===== config.mk =====
export PLATFORM = sky130hd
export DESIGN_NAME = ppt_merge
export DESIGN_NICKNAME = d
export VERILOG_FILES = /design/src/ppt_pkg.sv /design/src/ppt_merge.sv
export SDC_FILE = /design/constraint.sdc
export NUM_CORES = 1
export LEC_CHECK = 0
export BUFFER_PORTS_ARGS = -buffer_cell sky130_fd_sc_hd__buf_2
export CAP_MARGIN = 20
export CORE_ASPECT_RATIO = 0.7
export CORE_UTILIZATION = 37
export CTS_CLUSTER_SIZE = 10
export DETAILED_ROUTE_END_ITERATION = 6
export PLACE_DENSITY = 0.74
export SYNTH_ARGS = -nofsm -noshare
export SYNTH_HDL_FRONTEND = slang
export SYNTH_SLANG_ARGS = --single-unit

===== constraint.sdc =====
create_clock -name clk -period 0.8 [get_ports clk]
set_input_delay 0.16 -clock clk [delete_from_list [all_inputs] [get_ports clk]]
set_output_delay 0.16 -clock clk [all_outputs]
set_load 0.005 [all_outputs]

===== src/ppt_pkg.sv =====
// ----------------------------------------------------------------------------
// ppt_pkg
// Shared constants, types and width helpers for the pose point transform.
// ----------------------------------------------------------------------------
package ppt_pkg;

    localparam int COORD_WIDTH     = 32;
    localparam int QUAT_FRAC_BITS  = 14;
    localparam int QUAT_WIDTH      = 16;
    localparam int OFFSET_WIDTH    = 32;
    localparam int CFG_INDEX_WIDTH = 3;
    localparam int LANE_STAGES     = 4;

    localparam logic signed [QUAT_WIDTH-1:0] QUAT_ONE_RESET = 16'sd16384;

    typedef enum logic [CFG_INDEX_WIDTH-1:0] {
        REG_ORIENT_X,
        REG_ORIENT_Y,
        REG_ORIENT_Z,
        REG_ORIENT_W,
        REG_OFFSET_X,
        REG_OFFSET_Y,
        REG_OFFSET_Z
    } cfg_reg_t;

    typedef struct packed {
        logic signed [QUAT_WIDTH-1:0]   qx;
        logic signed [QUAT_WIDTH-1:0]   qy;
        logic signed [QUAT_WIDTH-1:0]   qz;
        logic signed [QUAT_WIDTH-1:0]   qw;
        logic signed [OFFSET_WIDTH-1:0] ox;
        logic signed [OFFSET_WIDTH-1:0] oy;
        logic signed [OFFSET_WIDTH-1:0] oz;
    } pose_t;

    function automatic int min_int(input int a, input int b);
        return (a < b) ? a : b;
    endfunction

    function automatic int max_int(input int a, input int b);
        return (a > b) ? a : b;
    endfunction

    // Intermediates are kept exact, but never wider than 64 bits.
    function automatic int cross_sum_width(input int cw);
        return min_int(cw + QUAT_WIDTH + 2, 64);
    endfunction

    function automatic int cross_width(input int cw, input int f);
        return cross_sum_width(cw) - f;
    endfunction

    function automatic int rot_prod_width(input int cw, input int f);
        return min_int(QUAT_WIDTH + cross_width(cw, f), 64);
    endfunction

    function automatic int rot_sum_width(input int cw, input int f);
        return min_int(QUAT_WIDTH + cross_width(cw, f) + 3, 64);
    endfunction

    function automatic int rot_width(input int cw, input int f);
        return rot_sum_width(cw, f) - f + 1;
    endfunction

    function automatic int out_sum_width(input int cw, input int f);
        return min_int(max_int(max_int(cw, rot_width(cw, f)), OFFSET_WIDTH) + 2, 64);
    endfunction

endpackage


===== src/ppt_merge.sv =====
// ----------------------------------------------------------------------------
// ppt_merge
// Joins the three lane results and the clamp flags into the output word.
// ----------------------------------------------------------------------------
module ppt_merge #(
    parameter int COORD_WIDTH = ppt_pkg::COORD_WIDTH
) (
    input  logic                                clk,
    input  logic                                rst_n,
    input  logic                                en,
    input  logic                                in_valid,
    input  logic [COORD_WIDTH-1:0]              coord_x,
    input  logic [COORD_WIDTH-1:0]              coord_y,
    input  logic [COORD_WIDTH-1:0]              coord_z,
    input  logic [2:0]                          hits,
    output logic                                m_tvalid,
    output logic [((3*COORD_WIDTH+7)/8)*8-1:0]  m_tdata,
    output logic [0:0]                          m_tuser
);
    import ppt_pkg::*;

    localparam int DATA_W = 3 * COORD_WIDTH;
    localparam int OUT_W  = ((3 * COORD_WIDTH + 7) / 8) * 8;

    logic              valid_reg;
    logic [DATA_W-1:0] data_reg;
    logic              sat_reg;

    assign m_tvalid   = valid_reg;
    assign m_tdata    = OUT_W'(data_reg);
    assign m_tuser[0] = sat_reg;

    always_ff @(posedge clk or negedge rst_n)
    begin
        if (!rst_n)
        begin
            valid_reg <= 1'b0;
        end
        else if (en)
        begin
            valid_reg <= in_valid;
        end
    end

    always_ff @(posedge clk)
    begin
        if (en)
        begin
            data_reg <= {coord_z, coord_y, coord_x};
            sat_reg  <= |hits;
        end
    end

endmodule


==> impl_metrics.csv <==
group,metric,value,unit
run_status,status,"complete, but fails checks",
run_status,violations,"setup timing",
clocking,cts_sinks,98,
sta,setup_ws,-0.2526,ns
synth,seq_area_frac_synth,99.41,%
detailed_routing,num_vias,2150,
sta,period_needed,1.053,ns
cells_and_area,layout.nets,506,
clocking,post_cts_buffers,0,
critical_path,timing.rr.start,"m_tvalid",
critical_path,worst_r2r_path_depth,1,
critical_path,worst-path-buf-inv,1,
sta,worstMarginPinSlew,0.1749,ns
hold_path,worstHoldEndpoint,"m_tdata[18]",
clocking,cts-htree-levels,3,
power_and_ir_drop,p_leak,0.002301,uW
global_route,grt_pass1_wl,10.72,mm
sta,rsz0062_at_grt,"true",
cells_and_area,final_layout_size_suffix_gt1_share,54.66,%
detailed_routing,drc,0,
detailed_routing,wl_per_cell,15.22,microns
critical_path,cp.arrival,0.89,ns
floorplan,die_h,76.78,microns
synth,netlist_instances,100,
sta,max_freq,0.9500,GHz
power_and_ir_drop,power_switching,2360,uW
synth,netlist_area,0.002955,sq mm
cells_and_area,antenna_cells,0,
global_route,grtUsageMet3,8.078,%
critical_path,crit_slowest_cell,"edfxtp_1",
critical_path,endpoint_kind,"output port",
floorplan,io_pins,201,
place,postPlaceCellArea,0.004159,sq mm
global_route,grt_start_max_net_pins,33,
global_route,grt_use_met2,30.13,%
sta,finalSetupViolCount,98,
global_route,antenna_found_initial,0,
power_and_ir_drop,pwr-share-seq,53.3,%
detailed_routing,wirelength,7.699,mm
flow_run,drv_cap,0,
global_route,grt_pass1_vias,2117,
synth,synth_fp_nets,203,
power_and_ir_drop,combPwrFrac,10.2,%
clocking,clkTransAtPathRegs,0.07,ns
floorplan,die_area,0.008355,sq mm
cells_and_area,final_area,0.005309,sq mm
sta,hold_viol,0,
clocking,clk_path_buf_depth,2,
floorplan,die_w,108.8,microns
critical_path,crit_family,"flip-flops",
cells_and_area,syn2layout_area_growth,79.64,%
sta,slew_headroom,88.34,%
detailed_routing,antenna_left,0,
clocking,cts_buffers,9,
power_and_ir_drop,swShare,20.29,%
synth,synth.distinct_cells,4,
sta,worst_clock_skew,0,ns
floorplan,rows,26,
power_and_ir_drop,p_clk_share,36.5,%
place,portBuffers,200,
global_route,grt.busiest_layer,"met2",
critical_path,cpPeakStageDelay,0.41,ns
critical_path,worstPathMaxFanout,1,
detailed_routing,dr.pass1.iters,4,
detailed_routing,vias_per_cell,4.249,
clocking,clk_latency,0.32,ns
sta,slew_viol_final,0,
global_route,grtUsageTotal,17.98,%
critical_path,crit_type,"reg2out",
critical_path,r2r_slack,0.03,ns
global_route,grt_use_met1,20.14,%
power_and_ir_drop,p_total,11630,uW
power_and_ir_drop,peakVddDrop,1.280,mV
hold_path,min_path_type,"in2reg",
place,hpwlAfterDp,4.806,mm
floorplan,start_util,39.33,%
critical_path,setup.worst_path.start,"m_tdata[0]",
detailed_routing,drtIter0Drc,58,
clocking,cts_tree,"built",
global_route,grt_overflow,0,
hold_path,worstHoldStart,"coord_x[18]",
sta,post-route-period-util,131.6,%
critical_path,critPathLaunchType,"flip-flop",
floorplan,core_area,0.007515,sq mm
synth,synth_seq_cells,98,
power_and_ir_drop,cellPowerDensity,2191,mW/mm^2
critical_path,r2r_end,"m_tvalid",
cells_and_area,layout.cells.non_filler,506,
clocking,cts-root-buf,"clkbuf_16",
hold_path,hold_path_depth,1,
place,dpl.cell_count,405,
place,place_congestion,0.7410,
synth,avgSynthCellArea,29.55,sq um
power_and_ir_drop,intPower,9273,uW
critical_path,cp_cell_sequence,"buf_2",
sta,hold_slack,0.01617,ns
critical_path,cp.required,0.64,ns
synth,yosysWarnings,0,
-- synthesized netlist by cell type --
cell,count,area (sq um)
edfxtp_1,97,2913
or3_1,1,6.260
dfrtp_1,1,25.02
mux2_2,1,11.26
-- through the flow --
step	util (%)	setup WS, ns	setup TNS (ns)
final	70.65	-0.2526	-18.46
after detailed placement	55.34	-0.08659	-5.963
after CTS	68.51	-0.2327	-19.56
after global placement	55.34	-0.07239	-5.115
after floorplan	-	0.03329	0
after global routing	70.65	-0.2898	-22.73
-- state kept, by name (all words and copies together), names as in the netlist --
name      count
m_tuser       1
m_tvalid      1
m_tdata      96
-- power groups by stage --
stage	sequential, uW	clock (uW)	combinational (uW)
finish	6200	4250	1190
global route	6230	4580	1280
CTS	6190	4360	1120
detailed placement	6300	0	855
global placement	6290	0	837
floorplan	6370	0	6.48
-- cell usage in the layout (no fill, tap or decap) --
cell type / Yosys / routed
buf_12: 0 / 2
buf_2: 0 / 199
buf_4: 0 / 6
bufinv_16: 0 / 1
clkbuf_16: 0 / 9
clkinv_1: 0 / 1
clkinv_2: 0 / 1
dfrtp_1: 1 / 1
dlygate4sd3_1: 0 / 85
edfxtp_1: 97 / 97
inv_6: 0 / 4
mux2_2: 1 / 1
or3_1: 1 / 1
-- logic make-up (layout without fill, tap and decap cells) --
kind of cell	Yosys count	count (layout)	share of synthesized area, %
AND/OR/NAND/NOR	1	1	0.2118
flip-flops	98	98	99.41
buffers and inverters	0	308	0
multiplexers	1	1	0.3810
-- what timing repair did --
item | 4_1_cts | 5_1_grt
pin swaps | 0 | 0
endpoints found under the setup margin | 98 | 98
hold buffers | 69 | 16
endpoints found under the hold margin | 69 | 16
resized for setup | 0 | 0
-- worst max-delay path by stage --
stage	depth (start not counted)	end	slack [ns]
global placement	2	m_tdata[55]	-0.07
detailed placement	2	m_tuser	-0.09
floorplan	1	m_tuser	0.03
CTS	1	m_tdata[77]	-0.23
global route	1	m_tdata[0]	-0.29
finish	1	m_tdata[0]	-0.25
-- final cells by class --
type                    instances  area [sq um]
clock buffers                   9         225.2
clock inverters                 7         73.82
fillers                       457          2206
multi-input cells               2         17.52
flip-flops and latches         98          2938
well taps                      98         122.6
repair buffers                292          1932
-- layer usage --
metal	share of wire, %	routed length (microns)
met1	41	3140
met2	48	3711
met3	9.6	740
met4	1.4	106
met5	0	0
Note: power is estimated with default switching activity, not from simulation.
