==> src/ppt_pkg.sv <==
// ----------------------------------------------------------------------------
// ppt_pkg
// Shared constants, types and width helpers for the pose point transform.
// ----------------------------------------------------------------------------
package ppt_pkg;

    localparam int COORD_WIDTH     = 32;
    localparam int QUAT_FRAC_BITS  = 14;
    localparam int QUAT_WIDTH      = 16;
    localparam int OFFSET_WIDTH    = 32;
    localparam int CFG_INDEX_WIDTH = 3;
    localparam int LANE_STAGES     = 4;

    localparam logic signed [QUAT_WIDTH-1:0] QUAT_ONE_RESET = 16'sd16384;

    typedef enum logic [CFG_INDEX_WIDTH-1:0] {
        REG_ORIENT_X,
        REG_ORIENT_Y,
        REG_ORIENT_Z,
        REG_ORIENT_W,
        REG_OFFSET_X,
        REG_OFFSET_Y,
        REG_OFFSET_Z
    } cfg_reg_t;

    typedef struct packed {
        logic signed [QUAT_WIDTH-1:0]   qx;
        logic signed [QUAT_WIDTH-1:0]   qy;
        logic signed [QUAT_WIDTH-1:0]   qz;
        logic signed [QUAT_WIDTH-1:0]   qw;
        logic signed [OFFSET_WIDTH-1:0] ox;
        logic signed [OFFSET_WIDTH-1:0] oy;
        logic signed [OFFSET_WIDTH-1:0] oz;
    } pose_t;

    function automatic int min_int(input int a, input int b);
        return (a < b) ? a : b;
    endfunction

    function automatic int max_int(input int a, input int b);
        return (a > b) ? a : b;
    endfunction

    // Intermediates are kept exact, but never wider than 64 bits.
    function automatic int cross_sum_width(input int cw);
        return min_int(cw + QUAT_WIDTH + 2, 64);
    endfunction

    function automatic int cross_width(input int cw, input int f);
        return cross_sum_width(cw) - f;
    endfunction

    function automatic int rot_prod_width(input int cw, input int f);
        return min_int(QUAT_WIDTH + cross_width(cw, f), 64);
    endfunction

    function automatic int rot_sum_width(input int cw, input int f);
        return min_int(QUAT_WIDTH + cross_width(cw, f) + 3, 64);
    endfunction

    function automatic int rot_width(input int cw, input int f);
        return rot_sum_width(cw, f) - f + 1;
    endfunction

    function automatic int out_sum_width(input int cw, input int f);
        return min_int(max_int(max_int(cw, rot_width(cw, f)), OFFSET_WIDTH) + 2, 64);
    endfunction

endpackage

==> src/ppt_cfg.sv <==
// ----------------------------------------------------------------------------
// ppt_cfg
// Pose register file: orientation quaternion and translation.
// ----------------------------------------------------------------------------
module ppt_cfg (
    input  logic                                 clk,
    input  logic                                 rst_n,
    input  logic                                 cfg_valid,
    output logic                                 cfg_ready,
    input  logic [ppt_pkg::CFG_INDEX_WIDTH-1:0]  cfg_index,
    input  logic [ppt_pkg::OFFSET_WIDTH-1:0]     cfg_data,
    output ppt_pkg::pose_t                       pose
);
    import ppt_pkg::*;

    pose_t pose_reg;

    assign cfg_ready = 1'b1;
    assign pose      = pose_reg;

    always_ff @(posedge clk or negedge rst_n)
    begin
        if (!rst_n)
        begin
            pose_reg.qx <= '0;
            pose_reg.qy <= '0;
            pose_reg.qz <= '0;
            pose_reg.qw <= QUAT_ONE_RESET;
            pose_reg.ox <= '0;
            pose_reg.oy <= '0;
            pose_reg.oz <= '0;
        end
        else if (cfg_valid)
        begin
            unique case (cfg_reg_t'(cfg_index))
                REG_ORIENT_X: pose_reg.qx <= cfg_data[QUAT_WIDTH-1:0];
                REG_ORIENT_Y: pose_reg.qy <= cfg_data[QUAT_WIDTH-1:0];
                REG_ORIENT_Z: pose_reg.qz <= cfg_data[QUAT_WIDTH-1:0];
                REG_ORIENT_W: pose_reg.qw <= cfg_data[QUAT_WIDTH-1:0];
                REG_OFFSET_X: pose_reg.ox <= cfg_data;
                REG_OFFSET_Y: pose_reg.oy <= cfg_data;
                REG_OFFSET_Z: pose_reg.oz <= cfg_data;
                default:      pose_reg    <= pose_reg;
            endcase
        end
    end

endmodule

==> config.mk <==
export PLATFORM = sky130hd
export DESIGN_NAME = ppt_cfg
export DESIGN_NICKNAME = d
export VERILOG_FILES = /design/src/ppt_pkg.sv /design/src/ppt_cfg.sv
export SDC_FILE = /design/constraint.sdc
export NUM_CORES = 1
export LEC_CHECK = 0
export BUFFER_PORTS_ARGS = -buffer_cell sky130_fd_sc_hd__buf_2
export CAP_MARGIN = 5
export CORE_ASPECT_RATIO = 1.1
export CORE_MARGIN = 2
export CORE_UTILIZATION = 54
export DETAILED_ROUTE_END_ITERATION = 16
export MAX_ROUTING_LAYER = met4
export PLACE_DENSITY = 0.84
export SYNTH_ARGS = -nofsm -noshare
export SYNTH_HDL_FRONTEND = slang
export SYNTH_SLANG_ARGS = --single-unit
export TNS_END_PERCENT = 50
==> constraint.sdc <==
create_clock -name clk -period 1.7 [get_ports clk]
set_input_delay 0.085 -clock clk [delete_from_list [all_inputs] [get_ports clk]]
set_output_delay 0.085 -clock clk [all_outputs]
set_load 0.01 [all_outputs]
==> summary.txt, run 1 <==
Clock tree
  – Clk_lat worst skew: 410 ps
  – H-tree levels: 4
  – CTS Buf Count: 17
  – CTS Buffer Depth: 2
  – Clk sinks: 160
  – CTS Hold Bufs: 26
  – Root buf cell: clkbuf_16
  – Worst-path clk slew: 60 ps
  – Post-CTS Setup Bufs: 0
  – CTS tree: built
  – CTS resizes: 0

Floorplan
  – I/O pin total: 199
  – Initial core utilization: 55.4%
  – Die width: 105 µm
  – Core Area: approximately 0.011 mm²
  – Total die area: 0.0121 mm²
  – Row Count: 40
  – Die Span Y: 115 µm

Global routing
  – Met3 Use GR: 6.01%
  – Remaining Overflow, GRT: 0
  – Initial antenna violation count: 0
  – Pin count of the biggest net entering global routing: a little under 50
  – Met2 Use GR: 39.4%
  – GRT Util Overall: 24.5%
  – First-pass GRT wire length: 21900 µm
  – Vias in the first global route: between 4000 and 5000
  – Met1 Resource Use GR: 31.5%
  – Busiest grt layer: met2

Synth
  – Yosys Warn Count: 0
  – Mapped Cells: 349
  – Syn nets: 387
  – Seq/Total Area, Yosys: between 60 and 70%
  – #FFs+latches synth: 160
  – Avg Cell Area, Syn: 17.4 µm²
  – Syn Std Cell Area: 0.00607 mm²
  – Netlist cell types: 13

STA
  – Slew Limit Fails: 0
  – Final setup fails: 0
  – Setup TNS: 0 ps
  – Unrepaired setup endpoints after global routing: no
  – FMAX: around 0.87 GHz
  – Clock Skews: 0 ps
  – Final Critical Period: 1160 ps
  – Final Cycle Share: 68.0%
  – Hold Vio Cnt, Final: 0

Critical path
  – Reg2reg end: pose[28]$_DFFE_PN0P_
  – Critical path depth: 1
  – Crit path buf inv count: 1
  – CP Capture Type: output pin
  – Req. time, crit path: 1620 ps
  – CP max stage cell: dfstp_2
  – Crit Reg-Reg Startpoint: pose[28]$_DFFE_PN0P_
  – Critical Path Start: pose[110]$_DFFE_PN1P_
  – CP endpoint: pose[110]
  – Crit Path Category: flop to output pin
  – Crit path max-delay family: flip-flops
  – Worst-path maximum fanout: 2
  – CP cell instances: buf_2
  – Arr. time, crit path: between 1000 and 1500 ps
  – CP peak stage delay: 530 ps
  – Reg2Reg Setup Slack: 910 ps
  – Worst Reg-to-Reg Cells: 1
  – Critical path startpoint category: flop

Finish
  – Number of flip-flops in the largest register: 160
  – Nets: 620
  – ANT cells: 0
  – Layout cells sized above 1: 67.6%
  – Final instance area: around 0.0082 mm²
  – Synth-to-Final Area Change: 35.2%
  – Fillers: 669

Hold path
  – Min-Delay Path Depth: 2
  – Hold/Removal Path Class: input pin to flop
  – Hold Startpoint: cfg_data[13]

Pwr
  – Overall Power: 0.0114 W
  – PwrDens: 1390 mW/mm²
  – Pleak: 3.98 nW
  – Max IR drop VDD: 712 µV

Detailed routing
  – Vias per inst: 5.17
  – Routed WL per cell: 18.6 µm
  – Detailed Route WL: ~14000 µm
  – Vias: 3833
  – First drt pass iteration count: 6
  – # DRC: 0
  – Post-route ant nets: 0
  – Initial DRC count: approximately 100

Place
  – Post-DP Area: between 0.007 and 0.008 mm²
  – RePlAce Congestion: 0.782
  – Post-detail-place hpwl: 9380 µm
  – I/O Buffers: between 150 and 200

Outcome
  – Outcome: finished, final reports clean

Run
  – Max Cap Viol: 0
-- synthesized netlist by cell type (all sizes together) --
library cell	n	area, µm²
dfstp	1	26.3
buf	21	140
conb	1	3.75
dfrtp	159	3980
nor4b	1	23.8
mux2	160	1840
nand4b	3	32.5
nor4bb	3	30.0
-- logic make-up after synthesis --
logic type,count (synthesis),synth area share (%)
muxes,160,30.3
buffers and inverters,21,2.31
and+or+nand+nor,7,1.42
other,1,0.0617
DFF,160,65.9
-- how the worst min path moves through the flow --
stage	to
5_1_grt	pose[157]$_DFFE_PN0P_
4_1_cts	pose[151]$_DFFE_PN0P_
3_5_place_dp	pose[75]$_DFFE_PN0P_
6_report	pose[157]$_DFFE_PN0P_
2_1_floorplan	pose[0]$_DFFE_PN0P_
3_3_place_gp	pose[75]$_DFFE_PN0P_
-- routing by layer --
| layer | wire length, µm | part of all wire [%] |
|---|---|---|
| met2 | 6740 | 49 |
| met4 | 154 | 1.1 |
| met3 | 903 | 6.5 |
| met1 | 6030 | 44 |
| met5 | 0 | 0 |
-- power by group --
part | switching (W) | internal [W]
clock | 0.00155 | 0.00227
combinational | 0.00121 | 0.00132
sequential | 0.000431 | 0.00465
total | 0.00319 | 0.00824
-- final cells by class --
type / count / area (µm²) / share of cell area [%]
sequential: 160 / 4010 / 48.8
multi-input combinational: 168 / 1970 / 24.0
timing repair buffer: 235 / 1440 / 17.6
clock buffer: 19 / 453 / 5.52
tap: 147 / 184 / 2.24
clock inverter: 13 / 153 / 1.86
-- metrics by stage --
stage          util (%)  worst slack (ps)  std cells  hold slack (ps)
6_report           74.9               544        742             17.2
5_1_grt            74.9               515        742             25.6
4_1_cts            74.9               525        742             2.14
3_5_place_dp       67.0               256        684             46.8
3_3_place_gp       67.0               316        684             39.3
2_1_floorplan         -               383        349             -211
-- cell usage in the layout (no fill, tap or decap) --
master,count
nand4b_1,2
bufinv_16,2
clkinv_4,4
clkinvlp_4,3
dfrtp_1,159
nor4b_4,1
mux2_4,10
buf_12,8
clkbuf_16,17
dfstp_2,1
dlygate4sd3_1,26
buf_4,4
mux2_2,145
mux2_1,5
conb_1,1
nand4b_2,1
clkbuf_8,2
buf_6,1
buf_2,196
nor4bb_4,3
inv_6,4
No activity file was read; power rests on OpenSTA's default activity.
==> run 2: changes to the inputs <==
- CORE_UTILIZATION: 54 -> 50
- PLACE_DENSITY: 0.84 -> 0.79
- clock period: 1.7 -> 1.1 ns (I/O delays scaled with it)
==> summary.txt, run 2 (same netlist as run 1, synthesis figures left out) <==
Detailed routing
  – Detailed Route WL: 14500 µm
  – Met3 WL: 814 µm
  – Met2 WL: between 7000 and 8000 µm
  – Initial DRC count: 121
  – # DRC: 0
  – Metal1 wirelength: 6190 µm
  – DR top layer: met4
  – Vias per inst: 5.13
  – First drt pass iteration count: 4
  – Vias: 3927
  – Routed WL per cell: 18.9 µm
  – Post-route ant nets: 0

Global routing
  – First-pass GRT wire length: 22700 µm
  – Remaining Overflow, GRT: 0
  – Initial antenna violation count: 0
  – Pin count of the biggest net entering global routing: 45
  – GRT Util Overall: around a quarter
  – Vias in the first global route: 4265

STA
  – Unrepaired setup endpoints after global routing: yes
  – Final Cycle Share: 101%
  – Final setup fails: 1
  – Hold Vio Cnt, Final: 0
  – Hold WS: ~140 ps
  – Slew Limit Fails: 0
  – Setup ws final: -7.50 ps
  – FMAX: 0.903 GHz
  – Final Critical Period: 1110 ps
  – Clock Skews: 0 ps

Critical path
  – CP cell instances: buf_6
  – Crit path max-delay family: flip-flops
  – Crit Path Category: flop to output pin
  – CP peak stage delay: 540 ps
  – CP max stage cell: dfstp_2
  – Worst Reg-to-Reg Cells: 1
  – Arr. time, crit path: around 1100 ps
  – Crit path buf inv count: 1
  – Critical path startpoint category: flop
  – CP Capture Type: output pin
  – Req. time, crit path: 1040 ps
  – Worst-path maximum fanout: 2
  – Critical path depth: 1

Floorplan
  – Total die area: 0.0130 mm²
  – Die width: roughly 110 µm
  – Row Count: 42
  – Core Area: 0.0119 mm²
  – Die Span Y: between 100 and 150 µm
  – I/O pin total: 199
  – Initial core utilization: just over 50%

Clock tree
  – CTS Buf Count: 17
  – Worst-path clk slew: 70 ps
  – CTS tree: built
  – CTS Buffer Depth: 2
  – Clk sinks: 160
  – Root buf cell: clkbuf_16
  – H-tree levels: 4
  – Clk_lat worst skew: around 410 ps

Finish
  – Final Util: 70.8%
  – Nets: 637
  – Commonest non-fill, non-tap cell in the layout: buf_2
  – Fillers: 799
  – ANT cells: 0
  – Commonest cells after routing, fill and taps aside: 195 x buf_2, 159 x dfrtp_1, 118 x mux2_2, 38 x mux2_4, 33 x dlygate4sd3_1
  – Layout cells sized above 1: roughly two thirds
  – Number of flip-flops in the largest register: 160
  – Synth-to-Final Area Change: 38.9%

Pwr
  – PwrDens: 2060 mW/mm²
  – Clock share of power: 31.2%
  – Reg power frac: between 40% and 50%
  – Switching part of the total: 28.6%
  – Pleak: between 4 and 5 nW
  – Internal Pwr Total: 0.0124 W
  – Overall Power: 0.0174 W
  – Sw power: about 0.005 W
  – Max IR drop VDD: roughly 1000 µV
  – Power share of the combinational group: a little under a quarter

Hold path
  – Hold/Removal Path Class: input pin to asynchronous set/reset pin

Outcome
  – Failing checks: setup timing
  – Outcome: finished with violations

Place
  – Post-detail-place hpwl: 9950 µm
  – RePlAce Congestion: 0.758
  – I/O Buffers: 197

Run
  – Max Cap Viol: 0
[run 2: cell count changes in the layout (fill, tap and decap cells not counted)]
cell,delta
clkinv_4,-1
mux2_2,-27
inv_8,+1
clkinvlp_4,+1
inv_6,-1
bufinv_16,-2
clkinv_2,+2
mux2_4,+28
dlygate4sd3_1,+7
buf_12,+1
buf_4,+9
buf_2,-1
buf_6,+1
mux2_1,-1
[run 2: per-layer routing]
metal  GRT usage [%]  vias up
li1                -     1744
met1            30.8     2027
met2            37.4      141
met3            5.05       15
met4            8.09        0
met5               -        -
[run 2: what timing repair did]
action	4_1_cts	5_1_grt
resized for setup	1	0
endpoints found under the hold margin	310	0
buffers inserted	0	0
hold buffers	33	0
setup endpoints to repair	1	1
[run 2: layout make-up]
type	count	area [µm²]	area share, %
clock inverter	13	104	1.23
sequential	160	4010	47.5
multi-input combinational	168	2080	24.6
clock buffer	19	453	5.37
tap	154	193	2.28
timing repair buffer	252	1610	19.0
[run 2: through the flow]
| stage | setup TNS, ps | setup slack (ps) | instances | cell area (µm²) |
|---|---|---|---|---|
| floorplan | -5810 | -160 | 349 | 6230 |
| global placement | -23390 | -271 | 701 | 7550 |
| detailed placement | -27970 | -269 | 701 | 7550 |
| CTS | -28.0 | -28.0 | 766 | 8440 |
| global route | -50.1 | -50.1 | 766 | 8440 |
| finish | -7.50 | -7.50 | 766 | 8440 |
[run 2: final timing paths]
check / startpoint / end / slack, ps
worst min-delay path: rst_n / pose[31]$_DFFE_PN0P_ / 140
worst min register to register: pose[67]$_DFFE_PN0P_ / pose[67]$_DFFE_PN0P_ / 480
worst max-delay path: pose[110]$_DFFE_PN1P_ / pose[110] / -8
min in group clk: cfg_valid / pose[126]$_DFFE_PN0P_ / 310
worst max register to register: pose[73]$_DFFE_PN0P_ / pose[73]$_DFFE_PN0P_ / 300
max in group asynchronous: rst_n / pose[150]$_DFFE_PN0P_ / 370
[run 2: power groups by stage]
stage / logic (W) / clock network (W) / registers (W)
2_1_floorplan: 0.00143 / 0 / 0.00854
3_3_place_gp: 0.00392 / 0 / 0.00788
3_5_place_dp: 0.00403 / 0 / 0.00796
4_1_cts: 0.00414 / 0.00557 / 0.00788
5_1_grt: 0.00440 / 0.00584 / 0.00803
6_report: 0.00410 / 0.00543 / 0.00788
